## src/sv/pqrl_pkg.sv

```systemverilog
// ----------------------------------------------------------------------------
// pqrl_pkg
// shared types and constants for the longest-process removal queue
// ----------------------------------------------------------------------------
package pqrl_pkg;

   localparam int DEPTH   = 16;
   localparam int IDX_W   = (DEPTH > 1) ? $clog2(DEPTH) : 1;
   localparam int CNT_W   = $clog2(DEPTH + 1);
   localparam int COUNT_W = 5;
   localparam int ID_W    = 16;
   localparam int TIME_W  = 16;

   localparam logic [1:0] MODE_INSERT = 2'd0;
   localparam logic [1:0] MODE_REMOVE = 2'd1;
   localparam logic [1:0] MODE_QUERY  = 2'd2;

   typedef enum logic [1:0] {
      ST_DONE  = 2'd0,
      ST_FULL  = 2'd1,
      ST_EMPTY = 2'd2
   } status_type;

   typedef struct packed {
      logic [ID_W-1:0]   proc_id;
      logic [TIME_W-1:0] exec_time;
   } entry_type;

   typedef struct packed {
      logic             vld;
      logic             first;
      logic [IDX_W-1:0] idx;
   } cmp_ctl_type;

endpackage

```

## src/sv/pqrl_table.sv

```systemverilog
// ----------------------------------------------------------------------------
// pqrl_table
// process table memory, one write and one registered read port
// ----------------------------------------------------------------------------
module pqrl_table
   import pqrl_pkg::*;
(
   input  logic             clock,
   input  logic             we,
   input  logic [IDX_W-1:0] waddr,
   input  entry_type        wdata,
   input  logic [IDX_W-1:0] raddr,
   output entry_type        rdata
);

   entry_type mem_ff [DEPTH];
   entry_type rdata_ff;

   always_ff @(posedge clock) begin
      if (we) begin
         mem_ff[waddr] <= wdata;
      end
      rdata_ff <= mem_ff[raddr];
   end

   assign rdata = rdata_ff;

endmodule

```

## src/sv/pqrl_best.sv

```systemverilog
// ----------------------------------------------------------------------------
// pqrl_best
// running maximum of execution time over a scan, earliest entry on ties
// ----------------------------------------------------------------------------
module pqrl_best
   import pqrl_pkg::*;
(
   input  logic             clock,
   input  cmp_ctl_type      ctl,
   input  entry_type        data,
   output logic [IDX_W-1:0] best_idx,
   output entry_type        best_entry
);

   logic [IDX_W-1:0] best_idx_ff;
   entry_type        best_entry_ff;
   logic             take;

   assign take = ctl.vld && (ctl.first || (data.exec_time > best_entry_ff.exec_time));

   always_ff @(posedge clock) begin
      if (take) begin
         best_idx_ff   <= ctl.idx;
         best_entry_ff <= data;
      end
   end

   assign best_idx   = best_idx_ff;
   assign best_entry = best_entry_ff;

endmodule

```

## src/sv/process_queue_remove_longest.sv

```systemverilog
// ----------------------------------------------------------------------------
// process_queue_remove_longest
// ordered process table with removal of the longest-running entry
// ----------------------------------------------------------------------------
// One word in, one word out, one item at a time; req_stall is high while an
// item is being worked on. Insert and query pass from idle straight to the
// emit state. A remove on a table holding n entries, whose longest entry
// sits at place b, makes n reads to find the maximum, then n - 1 - b
// read/write moves to close the gap, all through the single read port of
// the table memory. A finished word waits in the output register while the
// next item is taken.
module process_queue_remove_longest
   import pqrl_pkg::*;
(
   input  logic                clock,
   input  logic                reset,
   input  logic                req_valid,
   output logic                req_stall,
   input  logic [1:0]          req_mode,
   input  logic [ID_W-1:0]     req_proc_id,
   input  logic [TIME_W-1:0]   req_exec_time,
   output logic                rsp_valid,
   input  logic                rsp_stall,
   output logic [1:0]          rsp_status,
   output logic [ID_W-1:0]     rsp_removed_id,
   output logic [TIME_W-1:0]   rsp_removed_time,
   output logic [COUNT_W-1:0]  rsp_count
);

   typedef enum logic [1:0] {
      S_IDLE,
      S_SCAN,
      S_SHIFT,
      S_EMIT
   } state_type;

   state_type          state_ff;
   logic [CNT_W-1:0]   held_count_ff;
   logic [CNT_W-1:0]   issue_ptr_ff;
   logic               rd_vld_ff;
   logic [IDX_W-1:0]   rd_idx_ff;
   status_type         res_status_ff;
   entry_type          res_entry_ff;
   logic               rsp_valid_ff;
   status_type         rsp_status_ff;
   entry_type          rsp_entry_ff;
   logic [COUNT_W-1:0] rsp_count_ff;

   logic               req_acc;
   logic               full;
   logic               issue;
   logic               pass_done;
   logic               tbl_we;
   logic [IDX_W-1:0]   tbl_waddr;
   entry_type          tbl_wdata;
   entry_type          tbl_rdata;
   cmp_ctl_type        cmp_ctl;
   logic [IDX_W-1:0]   best_idx;
   entry_type          best_entry;

   assign req_stall = (state_ff != S_IDLE);
   assign req_acc   = req_valid && !req_stall;
   assign full      = (held_count_ff >= CNT_W'(DEPTH));
   assign issue     = ((state_ff == S_SCAN) || (state_ff == S_SHIFT))
                      && (issue_ptr_ff < held_count_ff);
   assign pass_done = !issue && !rd_vld_ff;

   always_comb begin
      tbl_we    = 1'b0;
      tbl_waddr = held_count_ff[IDX_W-1:0];
      tbl_wdata = '{proc_id: req_proc_id, exec_time: req_exec_time};
      if ((state_ff == S_IDLE) && req_acc && (req_mode == MODE_INSERT) && !full) begin
         tbl_we = 1'b1;
      end else if ((state_ff == S_SHIFT) && rd_vld_ff) begin
         tbl_we    = 1'b1;
         tbl_waddr = rd_idx_ff - IDX_W'(1);
         tbl_wdata = tbl_rdata;
      end
   end

   assign cmp_ctl = '{vld: (state_ff == S_SCAN) && rd_vld_ff,
                      first: (rd_idx_ff == '0),
                      idx: rd_idx_ff};

   pqrl_table u_table (
      .clock (clock),
      .we    (tbl_we),
      .waddr (tbl_waddr),
      .wdata (tbl_wdata),
      .raddr (issue_ptr_ff[IDX_W-1:0]),
      .rdata (tbl_rdata)
   );

   pqrl_best u_best (
      .clock      (clock),
      .ctl        (cmp_ctl),
      .data       (tbl_rdata),
      .best_idx   (best_idx),
      .best_entry (best_entry)
   );

   always_ff @(posedge clock) begin
      if (reset) begin
         state_ff      <= S_IDLE;
         held_count_ff <= '0;
         issue_ptr_ff  <= '0;
         rd_vld_ff     <= 1'b0;
         rsp_valid_ff  <= 1'b0;
      end else begin
         if (rsp_valid_ff && !rsp_stall) begin
            rsp_valid_ff <= 1'b0;
         end
         rd_vld_ff <= issue;
         rd_idx_ff <= issue_ptr_ff[IDX_W-1:0];
         if (issue) begin
            issue_ptr_ff <= issue_ptr_ff + CNT_W'(1);
         end
         unique case (state_ff)
            S_IDLE: begin
               if (req_acc) begin
                  res_entry_ff  <= '0;
                  res_status_ff <= ST_DONE;
                  state_ff      <= S_EMIT;
                  unique case (req_mode)
                     MODE_INSERT: begin
                        if (full) begin
                           res_status_ff <= ST_FULL;
                        end else begin
                           held_count_ff <= held_count_ff + CNT_W'(1);
                        end
                     end
                     MODE_REMOVE: begin
                        if (held_count_ff == '0) begin
                           res_status_ff <= ST_EMPTY;
                        end else begin
                           issue_ptr_ff <= '0;
                           state_ff     <= S_SCAN;
                        end
                     end
                     default: begin
                        res_status_ff <= ST_DONE;
                     end
                  endcase
               end
            end
            S_SCAN: begin
               if (pass_done) begin
                  issue_ptr_ff <= CNT_W'(best_idx) + CNT_W'(1);
                  state_ff     <= S_SHIFT;
               end
            end
            S_SHIFT: begin
               if (pass_done) begin
                  held_count_ff <= held_count_ff - CNT_W'(1);
                  res_status_ff <= ST_DONE;
                  res_entry_ff  <= best_entry;
                  state_ff      <= S_EMIT;
               end
            end
            S_EMIT: begin
               if (!rsp_valid_ff || !rsp_stall) begin
                  rsp_valid_ff  <= 1'b1;
                  rsp_status_ff <= res_status_ff;
                  rsp_entry_ff  <= res_entry_ff;
                  rsp_count_ff  <= COUNT_W'(held_count_ff);
                  state_ff      <= S_IDLE;
               end
            end
            default: begin
               state_ff <= S_IDLE;
            end
         endcase
      end
   end

   assign rsp_valid        = rsp_valid_ff;
   assign rsp_status       = rsp_status_ff;
   assign rsp_removed_id   = rsp_entry_ff.proc_id;
   assign rsp_removed_time = rsp_entry_ff.exec_time;
   assign rsp_count        = rsp_count_ff;

   a_count_bound: assert property (@(posedge clock) disable iff (reset)
      held_count_ff <= CNT_W'(DEPTH))
      else $error("held count above depth");

   a_count_step: assert property (@(posedge clock) disable iff (reset)
      (held_count_ff == $past(held_count_ff)) ||
      (held_count_ff == $past(held_count_ff) + CNT_W'(1)) ||
      (held_count_ff + CNT_W'(1) == $past(held_count_ff)))
      else $error("held count moved by more than one");

   a_remove_scans: assert property (@(posedge clock) disable iff (reset)
      (req_acc && (req_mode == MODE_REMOVE) && (held_count_ff != '0)) |=>
      (state_ff == S_SCAN))
      else $error("remove on non-empty table did not start a scan");

   a_shift_addr: assert property (@(posedge clock) disable iff (reset)
      ((state_ff == S_SHIFT) && rd_vld_ff) |-> (rd_idx_ff != '0))
      else $error("shift writes below the table start");

   a_empty_zero: assert property (@(posedge clock) disable iff (reset)
      (rsp_valid_ff && (rsp_status_ff != ST_DONE)) |->
      ((rsp_entry_ff.proc_id == '0) && (rsp_entry_ff.exec_time == '0)))
      else $error("failed item carries a removed entry");

endmodule

```

## config.mk

```make
export PLATFORM = sky130hd
export DESIGN_NAME = process_queue_remove_longest
export DESIGN_NICKNAME = d
export VERILOG_FILES = /design/src/sv/pqrl_pkg.sv /design/src/sv/pqrl_table.sv /design/src/sv/pqrl_best.sv /design/src/sv/process_queue_remove_longest.sv
export SDC_FILE = /design/constraint.sdc
export NUM_CORES = 1
export LEC_CHECK = 0
export ABC_AREA = 0
export BUFFER_PORTS_ARGS = -buffer_cell sky130_fd_sc_hd__buf_4
export CAP_MARGIN = 20
export CORE_MARGIN = 2
export CORE_UTILIZATION = 65
export CTS_CLUSTER_DIAMETER = 120
export DETAILED_ROUTE_END_ITERATION = 10
export PLACE_DENSITY_LB_ADDON = 0.08
export SYNTH_ARGS = -nofsm -noshare
export SYNTH_HDL_FRONTEND = slang
export SYNTH_HIERARCHICAL = 1
export SYNTH_SLANG_ARGS = --single-unit
```

## constraint.sdc

```tcl
create_clock -name clock -period 8.15 [get_ports clock]
set_input_delay 1.63 -clock clock [delete_from_list [all_inputs] [get_ports clock]]
set_output_delay 1.63 -clock clock [all_outputs]
set_load 0.02 [all_outputs]
```

# Yosys cells after proc, flatten, opt, wreduce, memory -nomap -nowiden
# Memories as Yosys holds them, arrays and structs flattened. A register that Yosys moved wholly into a read port is not among the register bits.
# Cells that the tools add are included.
[word_totals] out_inout_bits=41 inputBits=38 elab_cells=103 ramBits=512 n_memories=1 register_bits=127
[op_classes] reduce_logical=29 order_cmp=3 mux=38 n_eq_ne=10 addsub=5 bitwise=1
[memory_table] name="u_table.mem_ff" depth=16 width=32 rd=1 rd_ports_with_merged_regs=1 wr=1 line_no="pqrl_table.sv:16" text="entry_type mem_ff [DEPTH];"
[ops] op="$mux W32" count=4
[ops] op="$pmux W32 S2" count=1
[ops] op="$mux W5" count=9
[ops] op="$pmux W5 S2" count=2
[ops] op="$mux W2" count=9
[ops] op="$gt A16 B16 Y1" count=1
[ops] op="$add A5 B1 Y5 const B" count=2
[ops] op="$logic_and A1 B1 Y1" count=10
[ops] op="$ne A2 B2 Y1 const B" count=5
[ops] op="$mux W1" count=8
[ops] op="$mux W4" count=2
[ops] op="$pmux W2 S2" count=2
[ops] op="$pmux W2 S4" count=1
[ops] op="$reduce_and A4 Y1" count=2
[ops] op="$logic_not A1 Y1" count=6
[ops] op="$add A4 B1 Y5 const B" count=1
[ops] op="$ge A5 B5 Y1 const B" count=1
[ops] op="$logic_not A5 Y1" count=1
[ops] op="$lt A5 B5 Y1" count=1
[ops] op="$reduce_and A5 Y1" count=1
[ops] op="$sub A5 B1 Y5 const B" count=1
[ops] op="$eq A2 B1 Y1 const B" count=2
[ops] op="$eq A2 B2 Y1 const B" count=2
[ops] op="$logic_not A2 Y1" count=2
[ops] op="7 further kinds" count=10

# Longest topological paths before layout
[depth] word_depth=9 ltp_mapped=10 depth_no_buf=8

# Cells and area by module
# Netlist, hierarchy kept.
[by_module_without_submodules] module="pqrl_table" instances=1 area_per_inst_um2=19835.3 seq_area_each_um2=16015.4 cells_each=838
[by_module_without_submodules] module="process_queue_remove_longest" instances=1 area_per_inst_um2=4276.6 seq_area_each_um2=2592.5 cells_each=323
[by_module_without_submodules] module="pqrl_best" instances=1 area_per_inst_um2=1487.7 seq_area_each_um2=1081.0 cells_each=93

# Worst setup path before layout
# OpenSTA, ideal clock, no wires.
[synth_timing] path_kind="input port to flip-flop" startpoint="in req_mode[0]" endpoint="mem u_table/mem_ff[0][0] (netlist name), enable pin" setup_slack_ns=2.504 setup_time_ns=0.461 path_buffers=1 required_time_ns=7.689 arrival_time_ns=5.185 cell_stages=7 cell_sequence="nor2_1 nand4_1 nand3_1 buf_1 a21oi_1 or3b_2 nor3_1"
[synth_via] elab_cells_between_ends=7 cone_classes="4 x mux; 3 x reduce/logical"
[synth_rtl] item="start: declaration" line_no="process_queue_remove_longest.sv:19" text="input logic [1:0] req_mode,"
[synth_rtl] item="$logic_not A2 Y1" line_no="process_queue_remove_longest.sv:72" text="if ((state_ff == S_IDLE) && req_acc && (req_mode == MODE_INSERT) && !full) begin"
[synth_rtl] item="$logic_and A1 B1 Y1 (2 in a row)" line_no="process_queue_remove_longest.sv:72"
[synth_rtl] item="$mux W4" line_no="process_queue_remove_longest.sv:72"
[synth_rtl] item="net tbl_waddr[2]" line_no="process_queue_remove_longest.sv:54" text="logic [IDX_W-1:0] tbl_waddr;"
[synth_rtl] item="end: declaration" line_no="pqrl_table.sv:16"
# The timed path passes the listed nets, and every way through them passes these cells.

# Worst setup path in the final report
[layout_timing] startpoint="reg state_ff[0]" endpoint="mem u_table/mem_ff[15][25] (netlist name), enable pin"
[layout_via] elab_cells_between_ends=15 cone_classes="1 x eq/ne; 6 x mux; 8 x reduce/logical"
[layout_rtl] item="start: declaration" line_no="process_queue_remove_longest.sv:37" text="state_type state_ff;"
[layout_rtl] item="start signal: assignment" line_no="process_queue_remove_longest.sv:104" text="state_ff <= S_IDLE;"
[layout_rtl] item="start signal: assignment" line_no="process_queue_remove_longest.sv:123" text="state_ff <= S_EMIT;"
[layout_rtl] item="start signal: assignment" line_no="process_queue_remove_longest.sv:137" text="state_ff <= S_SCAN;"
[layout_rtl] item="$reduce_bool A2 Y1" line_no="process_queue_remove_longest.sv:61" text="assign req_stall = (state_ff != S_IDLE);"
[layout_rtl] item="$logic_not A1 Y1" line_no="process_queue_remove_longest.sv:62" text="assign req_acc = req_valid && !req_stall;"
[layout_rtl] item="$logic_and A1 B1 Y1" line_no="process_queue_remove_longest.sv:62"
[layout_rtl] item="$logic_and A1 B1 Y1 (3 in a row)" line_no="process_queue_remove_longest.sv:72"
[layout_rtl] item="$mux W4 *" line_no="process_queue_remove_longest.sv:72"
[layout_rtl] item="net tbl_waddr[1]" line_no="process_queue_remove_longest.sv:54"
# The timed path passes the listed nets; every way through them passes the cells marked *.

==> report_table.html <==
<table>
<tr><th>Metric</th><th>Value</th></tr>
<tr><th colspan="2">Run status</th></tr>
<tr><td>Result of the run</td><td>complete, no violations</td></tr>
<tr><th colspan="2">Setup path</th></tr>
<tr><td>Highest cell delay on the worst timing path</td><td>920 ps</td></tr>
<tr><td>Worst-path cell with the longest stage delay</td><td>sky130_fd_sc_hd__o21ai_0</td></tr>
<tr><td>Required time at the worst-slack endpoint</td><td>8390 ps</td></tr>
<tr><td>Combined buffer and inverter count along the critical path</td><td>2</td></tr>
<tr><td>Maximum fanout encountered on the critical timing path</td><td>41</td></tr>
<tr><td>Critical Path Source Type</td><td>register</td></tr>
<tr><td>Category of cells accounting for the largest share of critical-path delay</td><td>simple AND/OR/NAND/NOR gates</td></tr>
<tr><td>Cell breakdown of the critical path</td><td>inv_1, ha_2, nand3_2, o21ai_0, nand2_1, nor2_4, buf_4</td></tr>
<tr><td>Arr. time, crit path</td><td>5040 ps</td></tr>
<tr><td>Crit path capture type</td><td>register</td></tr>
<tr><td>Setup CP Type</td><td>register to register</td></tr>
<tr><th colspan="2">Floorplan</th></tr>
<tr><td>Die footprint</td><td>0.0410 mm^2</td></tr>
<tr><td>Core Box Area</td><td>0.0387 mm^2</td></tr>
<tr><td>Number of primary I/O pins</td><td>79</td></tr>
<tr><td>DIE HEIGHT</td><td>202 um</td></tr>
<tr><td>Horizontal die dimension</td><td>202 um</td></tr>
<tr><td>Effective utilization at floorplan</td><td>66.1%</td></tr>
<tr><td>Num rows</td><td>72</td></tr>
<tr><th colspan="2">Yosys</th></tr>
<tr><td>Post-synth ARST share</td><td>0%</td></tr>
<tr><td>Combined area of all synthesized cells</td><td>0.0256 mm^2</td></tr>
<tr><td>Synth cell types</td><td>59</td></tr>
<tr><td>Share of the yosys chip area belonging to registers</td><td>76.9%</td></tr>
<tr><td>Post-synthesis area per instance</td><td>20.4 um^2</td></tr>
<tr><td>Ranking of synthesized cells by instance count</td><td>sky130_fd_sc_hd__edfxtp_1, sky130_fd_sc_hd__mux4_2, sky130_fd_sc_hd__a22oi_1</td></tr>
<tr><td>Cell with the most instances after synthesis</td><td>sky130_fd_sc_hd__edfxtp_1</td></tr>
<tr><td>Net count after synthesis</td><td>1323</td></tr>
<tr><td>Number of synthesized register bits</td><td>671</td></tr>
<tr><td>Synth Flop Type</td><td>sky130_fd_sc_hd__edfxtp_1</td></tr>
<tr><td>Yosys warnings</td><td>6</td></tr>
<tr><td>Number of flops mapped to enable cells by yosys</td><td>625</td></tr>
<tr><td>Main area contributors after synthesis</td><td>sky130_fd_sc_hd__edfxtp_1, sky130_fd_sc_hd__mux4_2, sky130_fd_sc_hd__dfxtp_1</td></tr>
<tr><td>Cell type contributing the most total cell area after synthesis</td><td>sky130_fd_sc_hd__edfxtp_1</td></tr>
<tr><td>Post-synthesis cell count</td><td>1254</td></tr>
<tr><td>Top cell type's share of synthesized area</td><td>73.3%</td></tr>
<tr><th colspan="2">Clock tree</th></tr>
<tr><td>Post-CTS sizing</td><td>0</td></tr>
<tr><td>Master cell of the clock root buffer</td><td>sky130_fd_sc_hd__clkbuf_16</td></tr>
<tr><td>H-tree lvl count</td><td>3</td></tr>
<tr><td>Number of setup buffers added after CTS</td><td>0</td></tr>
<tr><td>Number of hold buffers added after CTS</td><td>0</td></tr>
<tr><td>Clock-pin slew on the worst setup and hold paths</td><td>60 ps</td></tr>
<tr><td>Total clock buffers created by CTS</td><td>67</td></tr>
<tr><td>Maximum count of clock buffers along a single path</td><td>3</td></tr>
<tr><td>Total number of clock tree sinks</td><td>671</td></tr>
<tr><td>Source-to-sink clock delay at the later pin of the worst-skew pair</td><td>590 ps</td></tr>
<tr><td>CTS tree</td><td>done</td></tr>
<tr><th colspan="2">Worst hold path</th></tr>
<tr><td>Kind of path behind the tightest hold check</td><td>register to register</td></tr>
<tr><th colspan="2">Place</th></tr>
<tr><td>Total half-perimeter wirelength after legalization and detailed placement</td><td>28100 um</td></tr>
<tr><td>Gpl congestion</td><td>0.818</td></tr>
<tr><td>Worst-case setup slack after placement</td><td>2920 ps</td></tr>
<tr><td>Count of buffers inserted at the top-level ports</td><td>78</td></tr>
<tr><td>Placed Instances</td><td>1824</td></tr>
<tr><th colspan="2">Drt</th></tr>
<tr><td>Number of design rule violations left after detail routing</td><td>0</td></tr>
<tr><td>Number of nets with antenna violations after routing</td><td>0</td></tr>
<tr><td>Vias after detailed routing</td><td>12574</td></tr>
<tr><td>Violation count after the first detailed-route iteration</td><td>1355</td></tr>
<tr><td>Total Routed Length</td><td>52900 um</td></tr>
<tr><td>DR pass1 iterations</td><td>5</td></tr>
<tr><td>Post-DR wirelength/cell</td><td>27.2 um</td></tr>
<tr><td>Average via count per standard cell</td><td>6.45</td></tr>
<tr><th colspan="2">STA</th></tr>
<tr><td>Final hold vios</td><td>0</td></tr>
<tr><td>Worst max-slew margin expressed relative to the limit</td><td>33.5%</td></tr>
<tr><td>Worst hold margin</td><td>418 ps</td></tr>
<tr><td>Slew at the pin closest to its max-slew limit</td><td>997 ps</td></tr>
<tr><td>Unrepaired setup endpoints after global routing</td><td>false</td></tr>
<tr><td>Fin worst setup slack</td><td>3360 ps</td></tr>
<tr><td>Max-slew violation total from the final report</td><td>0</td></tr>
<tr><td>Maximum achievable frequency</td><td>209 MHz</td></tr>
<tr><td>Final critical-path share of the clock period</td><td>58.8%</td></tr>
<tr><td>Setup TNS</td><td>0 ps</td></tr>
<tr><td>Maximum clock skew at final layout</td><td>25.9 ps</td></tr>
<tr><td>Time the worst path needs with I/O delays and setup</td><td>4790 ps</td></tr>
<tr><td>Final setup violation count</td><td>0</td></tr>
<tr><th colspan="2">Final layout</th></tr>
<tr><td>Net count reported at finish</td><td>1445</td></tr>
<tr><td>Final Core Density</td><td>75.1%</td></tr>
<tr><td>Layout cell share with drive strength beyond 1</td><td>27.2%</td></tr>
<tr><td>Layout overhead on the synthesized area</td><td>13.6%</td></tr>
<tr><td>Final cell count without fillers</td><td>1949</td></tr>
<tr><th colspan="2">Power</th></tr>
<tr><td>Maximum ir drop on the vdd rail</td><td>0.176 mV</td></tr>
<tr><td>Ratio of total power to cell area</td><td>309 mW/mm^2</td></tr>
<tr><td>Part of the power in the clock network</td><td>32.3%</td></tr>
<tr><td>Share of power burned in combinational logic</td><td>19.3%</td></tr>
<tr><td>Internal power</td><td>6540 uW</td></tr>
<tr><td>Proportion of power drawn by flip-flops and latches</td><td>48.4%</td></tr>
<tr><td>Leakage power figure</td><td>0.00948 uW</td></tr>
<tr><td>Proportion of total power due to net switching</td><td>27.2%</td></tr>
<tr><td>Switch Pwr</td><td>2440 uW</td></tr>
<tr><th colspan="2">GRT</th></tr>
<tr><td>Pin count of the biggest net entering global routing</td><td>65</td></tr>
<tr><td>Total routing resource utilization after global routing</td><td>26.7%</td></tr>
<tr><td>Global-route wire length before repair</td><td>79600 um</td></tr>
<tr><td>Antenna violations before repair</td><td>3</td></tr>
<tr><td>Number of global-route vias before repair</td><td>12935</td></tr>
<tr><td>Global route total overflow</td><td>0</td></tr>
<tr><th colspan="2">Job</th></tr>
<tr><td>Max-capacitance violation count</td><td>0</td></tr>
</table>
-- area by class of cell --
class / count / area [um^2]
Sequential cell: 671 / 19700
Fill cell: 2146 / 9660
Multi-Input combinational cell: 499 / 5700
Clock buffer: 94 / 1850
Timing Repair Buffer: 107 / 841
Tap cell: 518 / 648
Clock inverter: 28 / 221
Inverter: 30 / 113
Antenna cell: 2 / 5.00
-- through the flow --
step | total power, uW | area, um^2
6_report | 8980 | 29100
5_1_grt | 9340 | 29100
4_1_cts | 9030 | 29100
3_5_place_dp | 6130 | 27000
3_3_place_gp | 6070 | 26900
2_1_floorplan | 5590 | 25600
-- metal layers --
layer	up-vias	global-route usage [%]	wire, um
met3	83	5.38	4370
li1	5376	-	-
met1	6568	37.6	21100
met2	547	43.3	26300
met5	-	0	0
met4	0	8.16	1120
-- cells in the final DEF, fill, tap and decap left out, types with 5 or more instances in the layout --
cell type	netlist	routed
sky130_fd_sc_hd__clkbuf_1	22	21
sky130_fd_sc_hd__edfxtp_1	625	625
sky130_fd_sc_hd__nand4_1	7	7
sky130_fd_sc_hd__ha_1	30	29
sky130_fd_sc_hd__mux2_2	19	19
sky130_fd_sc_hd__nor2_1	27	14
sky130_fd_sc_hd__clkinv_2	0	8
sky130_fd_sc_hd__inv_1	29	29
sky130_fd_sc_hd__a21oi_1	23	23
sky130_fd_sc_hd__nand2_1	50	50
sky130_fd_sc_hd__inv_6	0	5
sky130_fd_sc_hd__nor2_4	0	13
sky130_fd_sc_hd__a22oi_1	64	64
sky130_fd_sc_hd__clkbuf_8	0	5
sky130_fd_sc_hd__clkinv_1	0	8
sky130_fd_sc_hd__clkbuf_16	0	68
sky130_fd_sc_hd__mux4_2	128	128
sky130_fd_sc_hd__mux2_1	13	13
sky130_fd_sc_hd__nand3_1	9	8
sky130_fd_sc_hd__dfxtp_1	46	44
sky130_fd_sc_hd__o21ai_0	14	14
sky130_fd_sc_hd__and2_1	35	35
sky130_fd_sc_hd__and3_1	7	6
sky130_fd_sc_hd__nand2b_1	5	5
sky130_fd_sc_hd__buf_4	10	104
-- sequential cells by signal, summed over array words and instances (netlist names) --
name / cells
issue_ptr_ff: 5
rsp_status: 2
rsp_removed_id: 16
rsp_removed_time: 16
rsp_count: 5
u_table/mem_ff: 512
held_count_ff: 5
rsp_valid: 1
res_status_ff: 2
rd_vld_ff: 1
res_entry_ff: 32
u_best/best_entry: 32
rd_idx_ff: 4
state_ff: 2
u_best/best_idx: 4
u_table/rdata: 32
-- logic make-up (layout without fill, tap and decap cells) --
| family | count (synthesis) | in the layout | synth area share, % |
|---|---|---|---|
| flip-flops | 671 | 671 | 76.9 |
| AND/OR/NAND/NOR | 168 | 168 | 3.40 |
| multiplexers | 161 | 161 | 12.7 |
| AO/OA/AOI/OAI | 131 | 131 | 3.72 |
| buffers and inverters | 84 | 259 | 1.44 |
| adder cells (fa/ha/maj) | 31 | 31 | 1.54 |
| XOR/XNOR | 8 | 8 | 0.274 |
| other | 0 | 2 | 0 |
-- worst paths after layout --
path / startpoint / to / slack (ps) / depth (start not counted)
setup reg to reg: state_ff[0] / u_table/mem_ff[15][25] / 3360 / 7
setup / recovery: state_ff[0] / u_table/mem_ff[15][25] / 3360 / 7
hold / removal: res_entry_ff[23] / rsp_removed_id[7] / 420 / 0
hold reg to reg: res_entry_ff[23] / rsp_removed_id[7] / 420 / 0
-- worst register-to-register path, stage by stage, from the launching register on --
cell	delay (ps)
sky130_fd_sc_hd__dfxtp_1	330
sky130_fd_sc_hd__inv_1	130
sky130_fd_sc_hd__ha_2	830
sky130_fd_sc_hd__nand3_2	620
sky130_fd_sc_hd__o21ai_0	920
sky130_fd_sc_hd__nand2_1	480
sky130_fd_sc_hd__nor2_4	710
sky130_fd_sc_hd__buf_4	430
-- power groups by stage --
stage | Sequential (uW) | Combinational (uW) | Clock [uW]
after floorplan | 4310 | 1290 | 0
after global placement | 4410 | 1660 | 0
after detailed placement | 4410 | 1720 | 0
after CTS | 4350 | 1740 | 2940
after global routing | 4380 | 1890 | 3070
final | 4340 | 1740 | 2900
Power figures use the tool's default switching activity.
